**config.mk**
```make
export PLATFORM = sky130hd
export DESIGN_NAME = tcce_cursor_step
export DESIGN_NICKNAME = d
export VERILOG_FILES = /design/src/rtl/tcce_pkg.sv /design/src/rtl/tcce_cursor_step.sv
export SDC_FILE = /design/constraint.sdc
export NUM_CORES = 1
export LEC_CHECK = 0
export BUFFER_PORTS_ARGS = -buffer_cell sky130_fd_sc_hd__buf_2
export CORE_MARGIN = 10
export CORE_UTILIZATION = 53
export DETAILED_ROUTE_END_ITERATION = 12
export MAX_ROUTING_LAYER = met4
export PLACE_DENSITY = 0.81
export SETUP_SLACK_MARGIN = 0.15
export SYNTH_ARGS = -nofsm -noshare
export SYNTH_HDL_FRONTEND = slang
export SYNTH_SLANG_ARGS = --single-unit
```
**constraint.sdc**
```tcl
create_clock -name vclk -period 10
set_input_delay 2 -clock vclk [all_inputs]
set_output_delay 2 -clock vclk [all_outputs]
set_load 0.1 [all_outputs]
```
**src/rtl/tcce_pkg.sv**
```systemverilog
`timescale 1ns / 1ps
// ----------------------------------------------------------------------------
// tcce_pkg
// Shared geometry, character codes, tables and types of the cursor engine.
// ----------------------------------------------------------------------------
package tcce_pkg;

    localparam int COLUMNS  = 80;
    localparam int ROWS     = 25;
    localparam int TAB_STOP = 4;

    localparam int CELLS  = COLUMNS * ROWS;
    localparam int COL_W  = $clog2(COLUMNS);
    localparam int ROW_W  = $clog2(ROWS);
    localparam int ADDR_W = $clog2(CELLS);
    localparam int CELL_W = 16;

    // configuration port
    localparam int CFG_IDX_W  = 1;
    localparam int CFG_DATA_W = 8;
    localparam logic [CFG_IDX_W-1:0] REG_CONSOLE_ENABLE = 1'b0;
    localparam logic [CFG_IDX_W-1:0] REG_CELL_ATTRIBUTE = 1'b1;
    localparam logic [7:0]           ATTR_RESET         = 8'h07;

    // commands
    localparam logic CMD_PUT  = 1'b0;
    localparam logic CMD_READ = 1'b1;

    // character codes
    localparam logic [7:0] CH_NUL   = 8'h00;
    localparam logic [7:0] CH_BS    = 8'h08;
    localparam logic [7:0] CH_TAB   = 8'h09;
    localparam logic [7:0] CH_NL    = 8'h0A;
    localparam logic [7:0] CH_CR    = 8'h0D;
    localparam logic [7:0] CH_SPACE = 8'h20;

    // blank light grey on black
    localparam logic [CELL_W-1:0] RESET_CELL = 16'h0720;

    // next tab stop for every column, may reach COLUMNS (wrap handled later)
    typedef logic [COL_W:0] tab_table_t [COLUMNS];

    function automatic tab_table_t build_tab_table();
        tab_table_t t;
        for (int i = 0; i < COLUMNS; i++)
        begin
            t[i] = (COL_W + 1)'(i - (i % TAB_STOP) + TAB_STOP);
        end
        return t;
    endfunction

    localparam tab_table_t TAB_NEXT = build_tab_table();

    // outcome of one put on the cursor
    typedef struct packed {
        logic [COL_W-1:0]  col;
        logic [ROW_W-1:0]  row;
        logic              store;
        logic              scroll;
        logic [ADDR_W-1:0] addr;
    } tcce_step_t;

    // screen store access for one cycle
    typedef struct packed {
        logic              we;
        logic [ADDR_W-1:0] waddr;
        logic [CELL_W-1:0] wdata;
        logic              re;
        logic [ADDR_W-1:0] raddr;
    } tcce_mem_req_t;

endpackage

```
**src/rtl/tcce_cursor_step.sv**
```systemverilog
`timescale 1ns / 1ps
// ----------------------------------------------------------------------------
// tcce_cursor_step
// Cursor movement for one character, with column wrap and scroll detect.
// ----------------------------------------------------------------------------
module tcce_cursor_step
    import tcce_pkg::*;
(
    input  logic [COL_W-1:0] col,
    input  logic [ROW_W-1:0] row,
    input  logic [7:0]       char_code,
    input  logic             active,
    output tcce_step_t       step
);

    always_comb
    begin
        logic [COL_W:0] c;
        logic [ROW_W:0] r;
        logic           store;
        logic           scroll;

        c     = {1'b0, col};
        r     = {1'b0, row};
        store = 1'b0;

        if (active)
        begin
            unique case (char_code)
                CH_NL:
                begin
                    c = '0;
                    r = r + 1'b1;
                end
                CH_CR:
                begin
                    c = '0;
                end
                CH_TAB:
                begin
                    c = TAB_NEXT[col];
                end
                CH_BS:
                begin
                    if (col != '0)
                    begin
                        c = c - 1'b1;
                    end
                    else if (row != '0)
                    begin
                        c = (COL_W + 1)'(COLUMNS - 1);
                        r = r - 1'b1;
                    end
                end
                default:
                begin
                    store = 1'b1;
                    c     = c + 1'b1;
                end
            endcase
        end

        if (c >= (COL_W + 1)'(COLUMNS))
        begin
            c = '0;
            r = r + 1'b1;
        end

        scroll = (r >= (ROW_W + 1)'(ROWS));
        if (scroll)
        begin
            r = (ROW_W + 1)'(ROWS - 1);
        end

        step.col    = c[COL_W-1:0];
        step.row    = r[ROW_W-1:0];
        step.store  = store;
        step.scroll = scroll;
        step.addr   = ADDR_W'(int'(row) * COLUMNS + int'(col));
    end

endmodule

```
==> summary.md, run 1 <==
| Metric | Value |
|---|---|
| Status | complete, no violations |
| Max incr delay on CP | 0.49 ns |
| I/O Buffers | 46 |
| Crit path cell chain | buf_2 -> inv_1 -> ha_1 -> nor4b_2 -> or3_1 -> mux2i_1 -> o21ai_1 -> ha_1 -> and4_1 -> a2111oi_4 -> nor2_2 -> a2111oi_2 -> buf_2 |
| Grt peak-use layer | met2 |
| TNS Setup | 0 ns |
| Met3 GRT Util | 0.657% |
| Initial cell density of the core | 57.2% |
| Vias in the first global route | 1692 |
| Fill cells | 284 |
| Slew @ Worst Pin | 0.551 ns |
| Maximum fanout along the worst path | 7 |
| Top Ports | 46 |
| Die Width | 75.3 microns |
| Startpoint Class | input pin |
| Static leakage | 0.791 nW |
| Post-Syn Area per Cell | 7.33 sq um |
| Share of post-route cells with drive strength above 1 | 28.2% |
| Hpwl dp | 3750 microns |
| Number of antenna violations at the first check in global routing | 0 |
| Register area | 0 sq um |
| Share of the synthesized area in the top cell type | 13.1% |
| Largest cells by area after synthesis | ha_1 (13%), xnor2_1 (6.0%), a21oi_1 (3.7%) |
| Seq_cells | 0 |
| Routed vias/inst | 6.33 |
| Final wirelength | 4670 microns |
| Routed len/inst | 16.3 microns |
| Setup CP Type | input pin to primary output |
| Most common cell in the netlist | ha_1 |
| Synth cell count leaders | ha_1 (17), nor2_1 (16), inv_1 (15), nand2_1 (15), a21oi_1 (12) |
| Slew margin rel. | 63.2% |
| First-pass GRT wire length | 7680 microns |
| Hold wc startpoint | col[1] |
| Clock buffer count | 0 |
| FP Rows | 19 |
| Max Clock Freq | 138 MHz |
| Postcts setup bufs | 0 |
| Final Hold Fails | 0 |
| Worst hold path type | input pin to primary output |
| Met2 GRT Util | 28.3% |
| RSZ-0062 raised after global routing | false |
| Synthesized instance count | 221 |
| Global routing usage on met1 | 21.5% |
| Number of diodes | 0 |
| Cell Pwr Density | 106 nW/um^2 |
| Total die area | 5670 sq um |
| Routability cong. | 0.923 |
| Seq/Total Area, Yosys | 0% |
| Ys Warns | 0 |
| Final hold slack | 4.43 ns |
| Worst Hold Depth | 2 |
| DRC | 0 |
| Post-synth top area cell | ha_1 |
| Post-CTS resize count | 0 |
| CP max-delay cell | nor4b_2 |
| Final setup viols | 0 |
| ANT nets after route | 0 |
| Die Ht | 75.3 microns |
| Distinct cell type count after synthesis | 67 |
| Max VDD drop | 151 uV |
| DR vias | 1810 |
| Slew Limit Fails | 0 |
| Overall routing resource usage | 16.5% |
| # hold bufs at CTS | 0 |
| Mapped cell area | 1620 sq um |
| Nets | 297 |
| Fin crit period | 7.25 ns |
| CP Capture Type | primary output |
| Req. time, crit path | 8.00 ns |
| Fin crit share | 72.5% |
| Area delta synth->final | 11.7% |
| CP arrival | 5.25 ns |
| Total grt overflow | 0 |
| Core area | 2830 sq um |
| Largest net degree at the start of global routing | 19 |
| DR pass1 iterations | 6 |
| Starting DRT DRC Count | 261 |
| Hold endpoint | step[1] |
| Max Cap Viol | 0 |
| Syn nets | 261 |
## logic make-up (layout without fill, tap and decap cells)
group	count (synthesis)	after routing	synth area share [%]
buffers and inverters	27	61	8.35
XOR/XNOR	13	13	7.03
adder cells (fa/ha/maj)	19	19	15.6
multiplexers	5	5	3.17
AO/OA/AOI/OAI	69	69	32.2
AND/OR/NAND/NOR	88	88	33.6
## cells in the final DEF, fill, tap and decap left out, types with 7 or more instances in the layout
| master | instances |
|---|---|
| a21oi_1 | 12 |
| o21ai_0 | 8 |
| ha_1 | 17 |
| buf_2 | 46 |
| inv_1 | 15 |
| nor2_1 | 16 |
| xnor2_1 | 11 |
| nand2_1 | 15 |
| and3_1 | 7 |
| nor3_1 | 7 |
## per-layer routing
| metal | part of all wire, % | up-vias |
|---|---|---|
| met1 | 45 | 813 |
| met5 | 0 | - |
| met4 | 0.66 | 0 |
| met3 | 6.4 | 6 |
| met2 | 48 | 87 |
| li1 | - | 904 |
## critical path, delay by kind of cell
kind,cells,cell delay (ns)
adders and majority gates,2,0.50
muxes,1,0.19
buffers and inverters,3,0.74
and+or+nand+nor,4,0.98
AOI/OAI and AO/OA,3,0.84
## final cells by class
class / count / area [sq um] / area share, %
Tap cell: 31 / 38.8 / 2.14
Multi-Input combinational cell: 194 / 1480 / 82.0
Timing Repair Buffer: 46 / 230 / 12.7
Inverter: 15 / 56.3 / 3.11
## power breakdown
part | internal [mW] | switching (mW) | total, mW | leakage [nW]
combinational | 0.0400 | 0.151 | 0.191 | 0.791
clock | 0 | 0 | 0 | 0
sequential | 0 | 0 | 0 | 0
## worst max-delay path by stage
stage | slack [ns] | end | start | cells after the start
after floorplan | 1.74 | step[14] | row[1] | 11
after global placement | 2.92 | step[13] | row[1] | 13
after detailed placement | 2.73 | step[13] | row[1] | 13
after CTS | 2.72 | step[13] | row[1] | 13
after global routing | 2.47 | step[13] | row[1] | 13
final | 2.75 | step[13] | row[1] | 13
## metrics by stage
stage	power, mW	util [%]	instances	instance area [sq um]	setup slack (ns)
floorplan	0.161	-	221	1620	1.74
global placement	0.190	64.0	286	1810	2.92
detailed placement	0.191	64.0	286	1810	2.73
CTS	0.192	64.0	286	1810	2.72
global route	0.201	64.0	286	1810	2.47
finish	0.191	64.0	286	1810	2.75
(Power assumes the default switching activity.)
==> run 2, diff against run 1 <==
--- a/config.mk
+++ b/config.mk
@@ -5,6 +5,7 @@
 export SDC_FILE = /design/constraint.sdc
 export NUM_CORES = 1
 export LEC_CHECK = 0
+export ABC_AREA = 1
 export BUFFER_PORTS_ARGS = -buffer_cell sky130_fd_sc_hd__buf_2
 export CORE_MARGIN = 10
 export CORE_UTILIZATION = 53
==> constraint.sdc (replaced) <==
create_clock -name vclk -period 7
set_input_delay 1.4 -clock vclk [all_inputs]
set_output_delay 1.4 -clock vclk [all_outputs]
set_load 0.1 [all_outputs]
==> run 2 against run 1 <==
Wire length fell by 0.88%. Via count rose by 12%. Final cell count rose by 31%. Flip-flop and latch count did not move. Global-route usage fell by 1.0 points. Die area rose by 2.6%. Area after synthesis rose by 3.6%. Sequential share of layout area did not move. Synthesized cell count rose by 34%. Critical path depth rose by 7. Highest routed layer unchanged.
==> summary.md, run 2 <==
| Metric | Value |
|---|---|
| Status | complete, no violations (unchanged) |
| Max Cap Viol | 0 (unchanged) |
| Top Ports | 46 (unchanged) |
| Die Ht | 76.2 microns (was 75.3 microns) |
| Seq/Total Area, Yosys | 0% (unchanged) |
| FP Rows | 20 (was 19) |
| Final hold slack | 3.22 ns (was 4.43 ns) |
| Req. time, crit path | 5.60 ns (was 8.00 ns) |
| Synth Area in Compound Gates | 15.1% (was 32.2%) |
| # hold bufs at CTS | 0 (unchanged) |
| Post-Syn Area per Cell | 5.66 sq um (was 7.33 sq um) |
| Slew margin rel. | 67.2% (was 63.2%) |
| Number of diodes | 0 (unchanged) |
| Pint | 50.4 uW (was 40.0 uW) |
| Postcts setup bufs | 0 (unchanged) |
| Area of placed instances | 1890 sq um (was 1810 sq um) |
| Cell count after placement | 376 (was 286) |
| Fill cells | 336 (was 284) |
| RSZ-0062 raised after global routing | false (unchanged) |
| Routability cong. | 1.01 (was 0.923) |
| Overall routing resource usage | 15.5% (was 16.5%) |
| Post-route cell area | 1890 sq um (was 1810 sq um) |
| Ys Warns | 0 (unchanged) |
| Final setup viols | 0 (unchanged) |
| Power Total | 276 uW (was 191 uW) |
| Max Clock Freq | 179 MHz |
| Routed vias/inst | 5.39 (was 6.33) |
| Syn nets | 336 (was 261) |
| Register area | 0 sq um (unchanged) |
| Cell Pwr Density | 146 nW/um^2 (was 106 nW/um^2) |
| Post-Synth Simple-Gate Area | 47.8% (was 33.6%) |
| I/O Buffers | 46 (unchanged) |
| Largest net degree at the start of global routing | 16 (was 19) |
| DRC | 0 (unchanged) |
| Combinational share of power | 100.0% (about the same) |
| Setup WS pre-CTS | 1.45 ns (was 2.73 ns) |
| First-pass GRT wire length | 8140 microns (was 7680 microns) |
| Final WS setup | 1.42 ns (was 2.75 ns) |
| Slew @ Worst Pin | 0.495 ns (was 0.551 ns) |
| Distinct cell type count after synthesis | 36 (was 67) |
| Fin crit period | 5.58 ns |
| Core area | 3050 sq um (was 2830 sq um) |
| Met3 GRT Util | 2.00% (was 0.657%) |
| ANT nets after route | 0 (unchanged) |
| Commonest non-fill, non-tap cell in the layout | nand2_1 (was buf_2) |
| Worst hold path type | input pin to primary output (unchanged) |
| Synth Area in Adders | 15.1% (was 15.6%) |
| Synth cell count leaders | nand2_1 (58), inv_1 (37), nor2_1 (36) (was ha_1 (17), nor2_1 (16), inv_1 (15), nand2_1 (15), a21oi_1 (12)) |
| Mapped cell area | 1680 sq um (was 1620 sq um) |
| Static leakage | 0.988 nW (was 0.791 nW) |
| Slew Limit Fails | 0 (unchanged) |
| Die Width | 76.2 microns (was 75.3 microns) |
| Final wirelength | 4630 microns (was 4670 microns) |
| Initial cell density of the core | 54.9% (was 57.2%) |
| Xor and xnor fraction of the mapped netlist area | 6.79% (was 7.03%) |
| Maximum fanout along the worst path | 8 (was 7) |
| Total grt overflow | 0 (unchanged) |
| Synthesized instance count | 296 (was 221) |
| Startpoint Class | input pin (unchanged) |
| CP Capture Type | primary output (unchanged) |
| Hpwl dp | 3820 microns (was 3750 microns) |
| Largest cells by area after synthesis | nand2_1 (13%), ha_1 (13%), nand3_1 (9.0%) (was ha_1 (13%), xnor2_1 (6.0%), a21oi_1 (3.7%)) |
| Nets | 374 (was 297) |
| Starting DRT DRC Count | 206 (was 261) |
| Fin cells | 376 (was 286) |
| Psw | 225 uW (was 151 uW) |
| Post-synth top area cell | nand2_1 (was ha_1) |
| Most common cell in the netlist | nand2_1 (was ha_1) |
| DR vias | 2027 (was 1810) |
| CP arrival | 4.18 ns (was 5.25 ns) |
| DR pass1 iterations | 4 (was 6) |
| Vias in the first global route | 1856 (was 1692) |
| Most frequent cells in the layout | nand2_1 (58), buf_2 (46), inv_1 (37) (was buf_2 (46), ha_1 (17), nor2_1 (16)) |
| Post-synthesis mux area share | 0% (was 3.17%) |
| Largest family of logic cells by synthesized area | simple AND/OR/NAND/NOR gates (unchanged) |
| Routed len/inst | 12.3 microns (was 16.3 microns) |
| Clock buffer count | 0 (unchanged) |
| Setup CP Type | input pin to primary output (unchanged) |
| Share of post-route cells with drive strength above 1 | 25.3% (was 28.2%) |
| Met2 GRT Util | 25.5% (was 28.3%) |
| Total die area | 5810 sq um (was 5670 sq um) |
| Grt peak-use layer | met2 (unchanged) |
| Max VDD drop | 168 uV (was 151 uV) |
| Final Core Density | 61.8% (was 64.0%) |
| Fin crit share | 79.7% |
| Seq pwr share | 0% (about the same) |
| Clk pwr share | 0% (about the same) |
| Share of the synthesized area in the top cell type | 13.0% (was 13.1%) |
| Seq_cells | 0 (unchanged) |
| Area delta synth->final | 12.6% (was 11.7%) |
| Global routing usage on met1 | 20.3% (was 21.5%) |
| Post-CTS resize count | 0 (unchanged) |
| TNS Setup | 0 ns (unchanged) |
| Sw frac | 81.7% (was 79.1%) |
| Number of antenna violations at the first check in global routing | 0 (unchanged) |
| Final Hold Fails | 0 (unchanged) |
run 2: kinds of logic (layout without fill, tap and decap cells):
group / count (synthesis) / in the layout
buffers and inverters: 58 / 94
AOI/OAI and AO/OA: 40 / 40
and+or+nand+nor: 166 / 166
adders and majority gates: 19 / 19
xor gates and xnor gates: 13 / 13
run 2: power by group through the flow:
stage	Sequential, mW	Clock (mW)	Combinational (mW)
floorplan	0	0	0.236
finish	0	0	0.276
global placement	0	0	0.274
CTS	0	0	0.277
detailed placement	0	0	0.276
global route	0	0	0.293
run 2: final cells by class:
type / instances / area, sq um / share of cell area, %
multi-input cells: 238 / 1420 / 75.3
repair buffers: 46 / 230 / 12.2
inverters: 48 / 180 / 9.54
well taps: 44 / 55.1 / 2.92
run 2: layer usage:
metal	vias up	wire [microns]
met3	4	319
li1	1040	-
met2	66	2080
met1	917	2200
met5	-	0
met4	0	34
run 2: path summary, 6_finish.rpt:
kind | start | end | slack [ns] | depth (start not counted)
min | col[0] | step[0] | 3.22 | 2
max | col[0] | step[15] | 1.42 | 20
run 2: worst max-delay path, cell delays in order:
cell and delay (ns):
buf_2 0.13, inv_1 0.15, ha_1 0.30, nand2_1 0.14, nor2_4 0.22, nand2_1 0.16, nand2_2 0.11, nand2_1 0.07
nand2_1 0.07, nand2_1 0.13, ha_1 0.26, xnor2_1 0.13, nand2_1 0.06, nand2_1 0.04, inv_1 0.07, nand3_1 0.08
nand3_2 0.07, nand2_2 0.05, nor2_1 0.08, buf_2 0.43
